$ cat src/hdl/delta_zigzag_varint_decoder_macros.svh
// ---------------------------------------------------------------------------
// Assertion macros for the delta zigzag varint decoder
// Short forms for clocked implication checks, reset masked.
// ---------------------------------------------------------------------------
`ifndef DELTA_ZIGZAG_VARINT_DECODER_MACROS_SVH
`define DELTA_ZIGZAG_VARINT_DECODER_MACROS_SVH

// Same-cycle implication: whenever ante holds, cons holds too.
`define DZVD_ASSERT_IMPL(label, ante, cons) \
  label: assert property (@(posedge clk) disable iff (rst) (ante) |-> (cons)) \
    else $error("dzvd: same-cycle check failed");

// Next-cycle implication: whenever ante holds, cons follows it (checked with |=>).
`define DZVD_ASSERT_NEXT(label, ante, cons) \
  label: assert property (@(posedge clk) disable iff (rst) (ante) |=> (cons)) \
    else $error("dzvd: next-cycle check failed");

`endif

$ cat src/hdl/dzvd_pkg.sv
// ---------------------------------------------------------------------------
// dzvd_pkg
// Types and constants shared by the varint decoder modules.
// ---------------------------------------------------------------------------
package dzvd_pkg;

  typedef enum logic [1:0] {
    STATUS_OK        = 2'd0,
    STATUS_OVERFLOW  = 2'd1,
    STATUS_TRUNCATED = 2'd2,
    STATUS_NO_SPACE  = 2'd3
  } status_t;

  localparam int VALUE_W = 32;
  localparam int COUNT_W = 16;
  localparam int BYTE_W  = 8;
  localparam int GROUP_W = 3;

  // Group index of the fifth and final byte of a varint.
  localparam logic [GROUP_W-1:0] GROUP_LAST = 3'd4;

  // One result word.
  typedef struct packed {
    logic [VALUE_W-1:0] value;
    status_t            status;
    logic               last;
    logic [COUNT_W-1:0] count;
  } res_t;

  // Decoder state exported for checking.
  typedef struct packed {
    logic               discarding;
    logic [GROUP_W-1:0] group_index;
  } core_state_t;

endpackage

$ cat src/hdl/dzvd_in_reg.sv
// ---------------------------------------------------------------------------
// dzvd_in_reg
// Input register: hold one byte and its frame flag until the core takes it.
// ---------------------------------------------------------------------------
module dzvd_in_reg (
  input  logic                        clk,
  input  logic                        rst,
  input  logic                        s_valid,
  output logic                        s_ready,
  input  logic [dzvd_pkg::BYTE_W-1:0] s_data,
  input  logic                        s_last,
  input  logic                        advance,
  output logic                        in_valid,
  output logic [dzvd_pkg::BYTE_W-1:0] in_byte,
  output logic                        in_last
);
  import dzvd_pkg::*;

  // Take a new word when empty or when the held one moves on this cycle.
  assign s_ready = !in_valid || advance;

  always_ff @(posedge clk) begin
    if (rst) begin
      in_valid <= 1'b0;
    end else if (s_ready) begin
      in_valid <= s_valid;
    end
  end

  always_ff @(posedge clk) begin
    if (s_valid && s_ready) begin
      in_byte <= s_data;
      in_last <= s_last;
    end
  end

endmodule

$ cat src/hdl/dzvd_core.sv
// ---------------------------------------------------------------------------
// dzvd_core
// Per-byte varint gather, zigzag decode, delta sum and error handling.
// ---------------------------------------------------------------------------
module dzvd_core (
  input  logic                         clk,
  input  logic                         rst,
  input  logic                         cfg_write,
  input  logic [dzvd_pkg::COUNT_W-1:0] cfg_data,
  input  logic                         in_valid,
  input  logic [dzvd_pkg::BYTE_W-1:0]  in_byte,
  input  logic                         in_last,
  input  logic                         out_free,
  output logic                         step,
  output logic                         res_valid,
  output dzvd_pkg::res_t               res,
  output dzvd_pkg::core_state_t        state
);
  import dzvd_pkg::*;

  logic [COUNT_W-1:0] max_values;
  logic [VALUE_W-1:0] running_total, running_total_next;
  logic [VALUE_W-1:0] partial_value, partial_value_next;
  logic [GROUP_W-1:0] group_index, group_index_next;
  logic [COUNT_W-1:0] items_done, items_done_next;
  logic               discarding, discarding_next;

  logic [VALUE_W-1:0] group_bits;
  logic [VALUE_W-1:0] gathered;
  logic [VALUE_W-1:0] delta;
  logic [VALUE_W-1:0] sum;
  logic [COUNT_W-1:0] count_inc;
  logic               cap_fail;
  logic               ovf_fail;

  // Place the 7-bit group at its position in the varint; the fifth byte gives only its low four bits.
  always_comb begin
    case (group_index)
      3'd0:    group_bits = {25'd0, in_byte[6:0]};
      3'd1:    group_bits = {18'd0, in_byte[6:0], 7'd0};
      3'd2:    group_bits = {11'd0, in_byte[6:0], 14'd0};
      3'd3:    group_bits = {4'd0, in_byte[6:0], 21'd0};
      default: group_bits = {in_byte[3:0], 28'd0};
    endcase
  end

  assign gathered  = partial_value | group_bits;
  assign delta     = {1'b0, gathered[VALUE_W-1:1]} ^ {VALUE_W{gathered[0]}};
  assign sum       = running_total + delta;
  assign count_inc = items_done + 1'b1;
  assign cap_fail  = (group_index == '0) && (items_done >= max_values);
  assign ovf_fail  = (group_index >= GROUP_LAST) && (in_byte[7:4] != 4'd0);

  always_comb begin
    running_total_next = running_total;
    partial_value_next = partial_value;
    group_index_next   = group_index;
    items_done_next    = items_done;
    discarding_next    = discarding;
    res_valid          = 1'b0;
    res.value          = '0;
    res.status         = STATUS_OK;
    res.last           = in_last;
    res.count          = items_done;

    if (discarding) begin
      res_valid = 1'b0;
    end else if (cap_fail) begin
      res_valid       = 1'b1;
      res.status      = STATUS_NO_SPACE;
      discarding_next = 1'b1;
    end else if (ovf_fail) begin
      res_valid       = 1'b1;
      res.status      = STATUS_OVERFLOW;
      discarding_next = 1'b1;
    end else if (!in_byte[7]) begin
      running_total_next = sum;
      items_done_next    = count_inc;
      partial_value_next = '0;
      group_index_next   = '0;
      res_valid          = 1'b1;
      res.value          = sum;
      res.count          = count_inc;
    end else begin
      partial_value_next = gathered;
      group_index_next   = group_index + 1'b1;
      if (in_last) begin
        res_valid  = 1'b1;
        res.status = STATUS_TRUNCATED;
      end
    end

    // Frame end returns all frame state to the reset state.
    if (in_last) begin
      running_total_next = '0;
      partial_value_next = '0;
      group_index_next   = '0;
      items_done_next    = '0;
      discarding_next    = 1'b0;
    end
  end

  // Advance when the result register can take the word or nothing comes out.
  assign step = in_valid && (out_free || !res_valid);

  always_ff @(posedge clk) begin
    if (rst) begin
      running_total <= '0;
      partial_value <= '0;
      group_index   <= '0;
      items_done    <= '0;
      discarding    <= 1'b0;
    end else if (step) begin
      running_total <= running_total_next;
      partial_value <= partial_value_next;
      group_index   <= group_index_next;
      items_done    <= items_done_next;
      discarding    <= discarding_next;
    end
  end

  always_ff @(posedge clk) begin
    if (rst) begin
      max_values <= '1;
    end else if (cfg_write) begin
      max_values <= cfg_data;
    end
  end

  assign state.discarding  = discarding;
  assign state.group_index = group_index;

endmodule

$ cat src/hdl/dzvd_out_reg.sv
// ---------------------------------------------------------------------------
// dzvd_out_reg
// Result register: hold a result word until the sink takes it.
// ---------------------------------------------------------------------------
module dzvd_out_reg (
  input  logic           clk,
  input  logic           rst,
  input  logic           load,
  input  dzvd_pkg::res_t load_res,
  output logic           out_free,
  output logic           m_valid,
  input  logic           m_ready,
  output dzvd_pkg::res_t m_res
);
  import dzvd_pkg::*;

  assign out_free = !m_valid || m_ready;

  always_ff @(posedge clk) begin
    if (rst) begin
      m_valid <= 1'b0;
    end else if (out_free) begin
      m_valid <= load;
    end
  end

  always_ff @(posedge clk) begin
    if (load && out_free) begin
      m_res <= load_res;
    end
  end

endmodule

$ cat src/hdl/delta_zigzag_varint_decoder.sv
// ---------------------------------------------------------------------------
// delta_zigzag_varint_decoder
// Framed LEB128 varint decoder with zigzag undo and per-frame delta sum.
// ---------------------------------------------------------------------------
//  channel  | direction | word contents
//  ---------+-----------+------------------------------------------------------
//  s_axis   | in        | tdata[7:0] data_byte, tlast frame_last
//  m_axis   | out       | tdata[31:0] decoded_value, tdata[47:32] value_count,
//           |           | tuser[1:0] status, tlast frame_end
//  cfg      | in        | cfg_data[15:0] max_values
//
// One byte per cycle sustained while no result word waits on a stalled sink; a byte is held in
// the input register, and its result is then registered in the result register.
// The per-byte path is one 32-bit add on the running total plus muxing.
// Reset clears all frame state and sets max_values to 65535.
// A stalled sink holds the result register; bytes that make no result still
// advance through a full result register, so only result words wait on it.
// ---------------------------------------------------------------------------
`include "delta_zigzag_varint_decoder_macros.svh"

module delta_zigzag_varint_decoder (
  input  logic        clk,
  input  logic        rst,
  input  logic        s_axis_tvalid,
  output logic        s_axis_tready,
  input  logic [7:0]  s_axis_tdata,   // [7:0] data_byte
  input  logic        s_axis_tlast,
  output logic        m_axis_tvalid,
  input  logic        m_axis_tready,
  output logic [47:0] m_axis_tdata,   // [31:0] decoded_value, [47:32] value_count
  output logic [1:0]  m_axis_tuser,   // [1:0] status
  output logic        m_axis_tlast,
  input  logic        cfg_valid,
  output logic        cfg_ready,
  input  logic [15:0] cfg_data        // [15:0] max_values
);
  import dzvd_pkg::*;

  logic              in_valid;
  logic [BYTE_W-1:0] in_byte;
  logic              in_last;
  logic              step;
  logic              res_valid;
  res_t              res;
  res_t              m_res;
  logic              out_free;
  core_state_t       core_state;

  // Register writes are taken at any time; the user keeps them to idle periods.
  assign cfg_ready = 1'b1;

  dzvd_in_reg u_in_reg (
    .clk      (clk),
    .rst      (rst),
    .s_valid  (s_axis_tvalid),
    .s_ready  (s_axis_tready),
    .s_data   (s_axis_tdata),
    .s_last   (s_axis_tlast),
    .advance  (step),
    .in_valid (in_valid),
    .in_byte  (in_byte),
    .in_last  (in_last)
  );

  dzvd_core u_core (
    .clk       (clk),
    .rst       (rst),
    .cfg_write (cfg_valid && cfg_ready),
    .cfg_data  (cfg_data),
    .in_valid  (in_valid),
    .in_byte   (in_byte),
    .in_last   (in_last),
    .out_free  (out_free),
    .step      (step),
    .res_valid (res_valid),
    .res       (res),
    .state     (core_state)
  );

  // Load the result register only for bytes that produce a result.
  dzvd_out_reg u_out_reg (
    .clk      (clk),
    .rst      (rst),
    .load     (step && res_valid),
    .load_res (res),
    .out_free (out_free),
    .m_valid  (m_axis_tvalid),
    .m_ready  (m_axis_tready),
    .m_res    (m_res)
  );

  assign m_axis_tdata = {m_res.count, m_res.value};
  assign m_axis_tuser = m_res.status;
  assign m_axis_tlast = m_res.last;

  // Error results always carry a zero value.
  `DZVD_ASSERT_IMPL(a_err_zero, m_axis_tvalid && (m_res.status != STATUS_OK), m_res.value == '0)
  // A varint never grows past its fifth byte.
  `DZVD_ASSERT_IMPL(a_group_range, 1'b1, core_state.group_index <= GROUP_LAST)
  // Consuming a frame's last byte leaves the decoder at a clean frame start.
  `DZVD_ASSERT_NEXT(a_frame_clear, step && in_last, (core_state.group_index == '0) && !core_state.discarding)

endmodule

$ cat config.mk
export PLATFORM = sky130hd
export DESIGN_NAME = delta_zigzag_varint_decoder
export DESIGN_NICKNAME = d
export VERILOG_FILES = /design/src/hdl/dzvd_pkg.sv /design/src/hdl/dzvd_in_reg.sv /design/src/hdl/dzvd_core.sv /design/src/hdl/dzvd_out_reg.sv /design/src/hdl/delta_zigzag_varint_decoder.sv
export VERILOG_INCLUDE_DIRS = /design/src /design/src/hdl
export SDC_FILE = /design/constraint.sdc
export NUM_CORES = 1
export LEC_CHECK = 0
export BUFFER_PORTS_ARGS = -buffer_cell sky130_fd_sc_hd__buf_4
export CORE_ASPECT_RATIO = 1.2
export CORE_MARGIN = 1.5
export CORE_UTILIZATION = 30
export CTS_BUF_LIST = sky130_fd_sc_hd__clkbuf_16
export CTS_CLUSTER_SIZE = 10
export DETAILED_ROUTE_END_ITERATION = 6
export HOLD_SLACK_MARGIN = 0.02
export PLACE_DENSITY = 0.55
export SLEW_MARGIN = 0
export SYNTH_ARGS = -nofsm -noshare
export SYNTH_HDL_FRONTEND = slang
export SYNTH_SLANG_ARGS = --single-unit
$ cat constraint.sdc
create_clock -name clk -period 8.5 [get_ports clk]
set_input_delay 1.275 -clock clk [delete_from_list [all_inputs] [get_ports clk]]
set_output_delay 1.275 -clock clk [all_outputs]
set_load 0.05 [all_outputs]
==> metrics.cfg <==
[place]
dp_cells = 1314
place.gp.congestion = 0.8639
hpwl_um = 15130
portBuffers = 82

[flow_run]
cap_violations = 0

[clocking]
ctsHtreeMaxLevel = 4
cts_setup_buffers = 0
clock_path_buffers = 2
clk_pin_slew_ns = 0.07
cts_made_buffers = 17
cts-resized-gates = 0
hold_buffers = 0
cts-root-buf = clkbuf_16
clkSinkCount = 162
cts_tree = yes
worst_skew_pair.late_latency_ns = 0.44

[synth]
ys.flop_type = dfxtp_1
synth_cell_types = 72
syn_area_per_cell_um2 = 9.522
synthCells = 901
syn_nets = 988
seq_area_frac_synth_pct = 44.80
post_synth_instance_area_um2 = 8579
synth.yosys.warnings = 0
ys_seq_elements = 162
synth-edff-count = 60
async_reset_ff_share_pct = 0

[detailed_routing]
drc_errors = 0
routed_wl_um = 21000
first_iter_violations = 403
num_vias = 6685
ant_nets = 0
firstDrtPassIters = 5
wl_per_cell_um = 15.60
vias_per_cell = 4.967

[floorplan]
die_h_um = 188.3
core_um2 = 28000
start_util_pct = 30.64
io_pins = 84
die-area_um2 = 29630
rows = 67
die_width_um = 157.4

[timing]
finalMaxSlewViolations = 0
period_minus_slack_ns = 5.031
fmax_mhz = 198.8
setup_tns_ns = 0
slew_headroom_pct = 24.87
setup_viol = 0
rsz0062_at_grt = false
skew_ns = 0.01412
worstMarginPinSlew_ns = 1.125
fin_crit_sh_pct = 59.19
hold_viol = 0

[finish]
layout-drive-gt1-share_pct = 14.68
fin_util_pct = 35.94
diodes = 0
syn_to_final_growth_pct = 17.30
nets = 1041
fillCellCount = 2890
instances_no_fill = 1346

[setup_path]
cp_cell_sequence = inv_1 > ha_1 > nor2b_1 > a21oi_4 > buf_4 > xor2_1 > ha_1 > inv_1 > fa_1 > nand2b_1 > a21oi_1 > o21ai_0 > a21o_1 > o31ai_1 > a31oi_1 > xor2_1 > nor2_1
path_max_fanout = 23
reg2reg_slack_ns = 3.47
cp_data_arrival_time_ns = 5.21
slowest_stage = nor2b_1
cp_top_family = compound AO/OA/AOI/OAI gates
cp_slowest_stage_delay_ns = 0.88
crit_type = flop to flop
worst_setup_path_end_kind = flop
crit_required_ns = 8.68
path_buf_inv = 3
cp-start-kind = flop

[worst_hold_path]
min_path_type = flop to flop

[power]
total_leakage_power_nw = 3.911
p_per_area_nw_per_um2 = 199.7
irDropWorstVdd_mv = 0.1160

[outcome]
status = finished clean

[global_route]
grt_start_max_net_pins = 38
antenna_found_initial = 0
grt_overflow = 0
track_usage_pct = 14.74
grt_pass1_wl_um = 34220
grt_pass1_vias = 6565

## cell usage in the layout, fill, tap and decap left out, types with 3 or more instances in the layout
| cell type | netlist | layout |
|---|---|---|
| nand2b_1 | 9 | 9 |
| buf_4 | 4 | 91 |
| nor3_1 | 11 | 10 |
| clkinv_1 | 1 | 3 |
| o31a_1 | 3 | 3 |
| clkinv_4 | 0 | 4 |
| nor2_2 | 4 | 5 |
| o21a_1 | 5 | 5 |
| o21ai_1 | 3 | 3 |
| or3_1 | 5 | 5 |
| and3_1 | 5 | 5 |
| a21o_1 | 12 | 12 |
| a22o_1 | 3 | 3 |
| inv_1 | 36 | 37 |
| nand4_1 | 16 | 16 |
| o31ai_1 | 5 | 5 |
| o211ai_1 | 18 | 18 |
| dfxtp_1 | 102 | 102 |
| nor2b_1 | 10 | 10 |
| and2_1 | 9 | 9 |
| nor2_1 | 89 | 88 |
| ha_1 | 56 | 56 |
| nand2_1 | 59 | 59 |
| clkbuf_16 | 0 | 18 |
| xnor2_1 | 28 | 28 |
| a21oi_1 | 84 | 83 |
| o2bb2ai_1 | 29 | 29 |
| o21ai_0 | 34 | 34 |
| xor2_1 | 47 | 47 |
| edfxtp_1 | 60 | 60 |
| o21bai_1 | 6 | 6 |
| nand3_1 | 5 | 5 |
| a31oi_1 | 42 | 42 |
| a41oi_1 | 4 | 4 |
## worst reg2reg max path: stages (launching register included)
cell	delay, ns
dfxtp_1	0.34
inv_1	0.09
ha_1	0.15
nor2b_1	0.88
a21oi_4	0.31
buf_4	0.36
xor2_1	0.23
ha_1	0.20
inv_1	0.06
fa_1	0.39
nand2b_1	0.17
a21oi_1	0.27
o21ai_0	0.19
a21o_1	0.22
o31ai_1	0.46
a31oi_1	0.17
xor2_1	0.24
nor2_1	0.06
## routing by layer
layer	GRT usage [%]	up-vias	part of all wire, %
li1	-	3368	-
met1	18.28	3182	45
met2	25.72	115	51
met3	2.691	20	2.9
met4	4.463	0	1.4
met5	0	-	0
## cell type report
class                   count  area [µm²]  share of cell area [%]
inverters                  38       142.6                   1.417
multi-input cells         644        4332                   43.04
clock inverters            14       137.6                   1.368
clock buffers              18       450.4                   4.476
flip-flops and latches    162        3844                   38.19
repair buffers             91       683.2                   6.789
well taps                 379       474.2                   4.712
## cell usage after synthesis (18+ instances only)
cell / number / share of area, %
clkbuf_1: 24 / 1.1
dfxtp_1: 102 / 24
nor2_1: 89 / 3.9
o2bb2ai_1: 29 / 3.0
ha_1: 56 / 8.2
o211ai_1: 18 / 1.6
nand2_1: 59 / 2.6
a21oi_1: 84 / 4.9
edfxtp_1: 60 / 21
buf_2: 22 / 1.3
inv_1: 36 / 1.6
o21ai_0: 34 / 2.0
xor2_1: 47 / 4.8
a31oi_1: 42 / 3.1
xnor2_1: 28 / 2.9
## final timing paths
check                                        startpoint                                    end  depth (start not counted)
setup reg to reg     u_core.group_index[0]$_SDFFE_PP0P_      u_out_reg.m_res[43]$_SDFFCE_PP0P_                         17
setup / recovery     u_core.group_index[0]$_SDFFE_PP0P_      u_out_reg.m_res[43]$_SDFFCE_PP0P_                         17
hold / removal    u_core.partial_value[14]$_SDFFE_PP0P_  u_core.partial_value[14]$_SDFFE_PP0P_                          2
hold reg to reg   u_core.partial_value[14]$_SDFFE_PP0P_  u_core.partial_value[14]$_SDFFE_PP0P_                          2
## cells by family after synthesis
family | after synthesis | synth area share, %
mux | 3 | 0.3792
simple gates | 236 | 13.05
xor+xnor | 76 | 7.846
compound gates | 271 | 20.55
fa+ha+maj | 57 | 8.400
flops | 162 | 44.80
other cells | 1 | 0.04371
buf+inv | 95 | 4.929
## stage by stage
step                setup WS [ns]  power (mW)  cell area (µm²)  hold slack (ns)
global placement            3.711       1.252             9475           0.4469
global route                2.918       2.098            10060           0.4829
detailed placement          3.474       1.255             9475           0.4545
floorplan                   2.720       1.156             8579           0.4244
finish                      3.469       2.010            10060           0.4658
CTS                         3.449       2.032            10060           0.4692
## flip-flops by register name (all words and copies together) (netlist names)
name	cells
u_core.discarding	1
u_core.group_index	3
u_core.items_done	16
u_core.max_values	16
u_core.partial_value	32
u_core.running_total	32
u_in_reg.in_byte	8
u_in_reg.in_last	1
u_in_reg.in_valid	1
u_out_reg.m_res	51
u_out_reg.m_valid	1
## where the power goes
group | switching [mW] | leakage, nW | total (mW) | internal, mW
Sequential | 0.0220 | 1.39 | 0.866 | 0.844
Combinational | 0.242 | 2.23 | 0.369 | 0.127
Clock | 0.327 | 0.288 | 0.774 | 0.447
No activity file was read; power rests on OpenSTA's default activity.
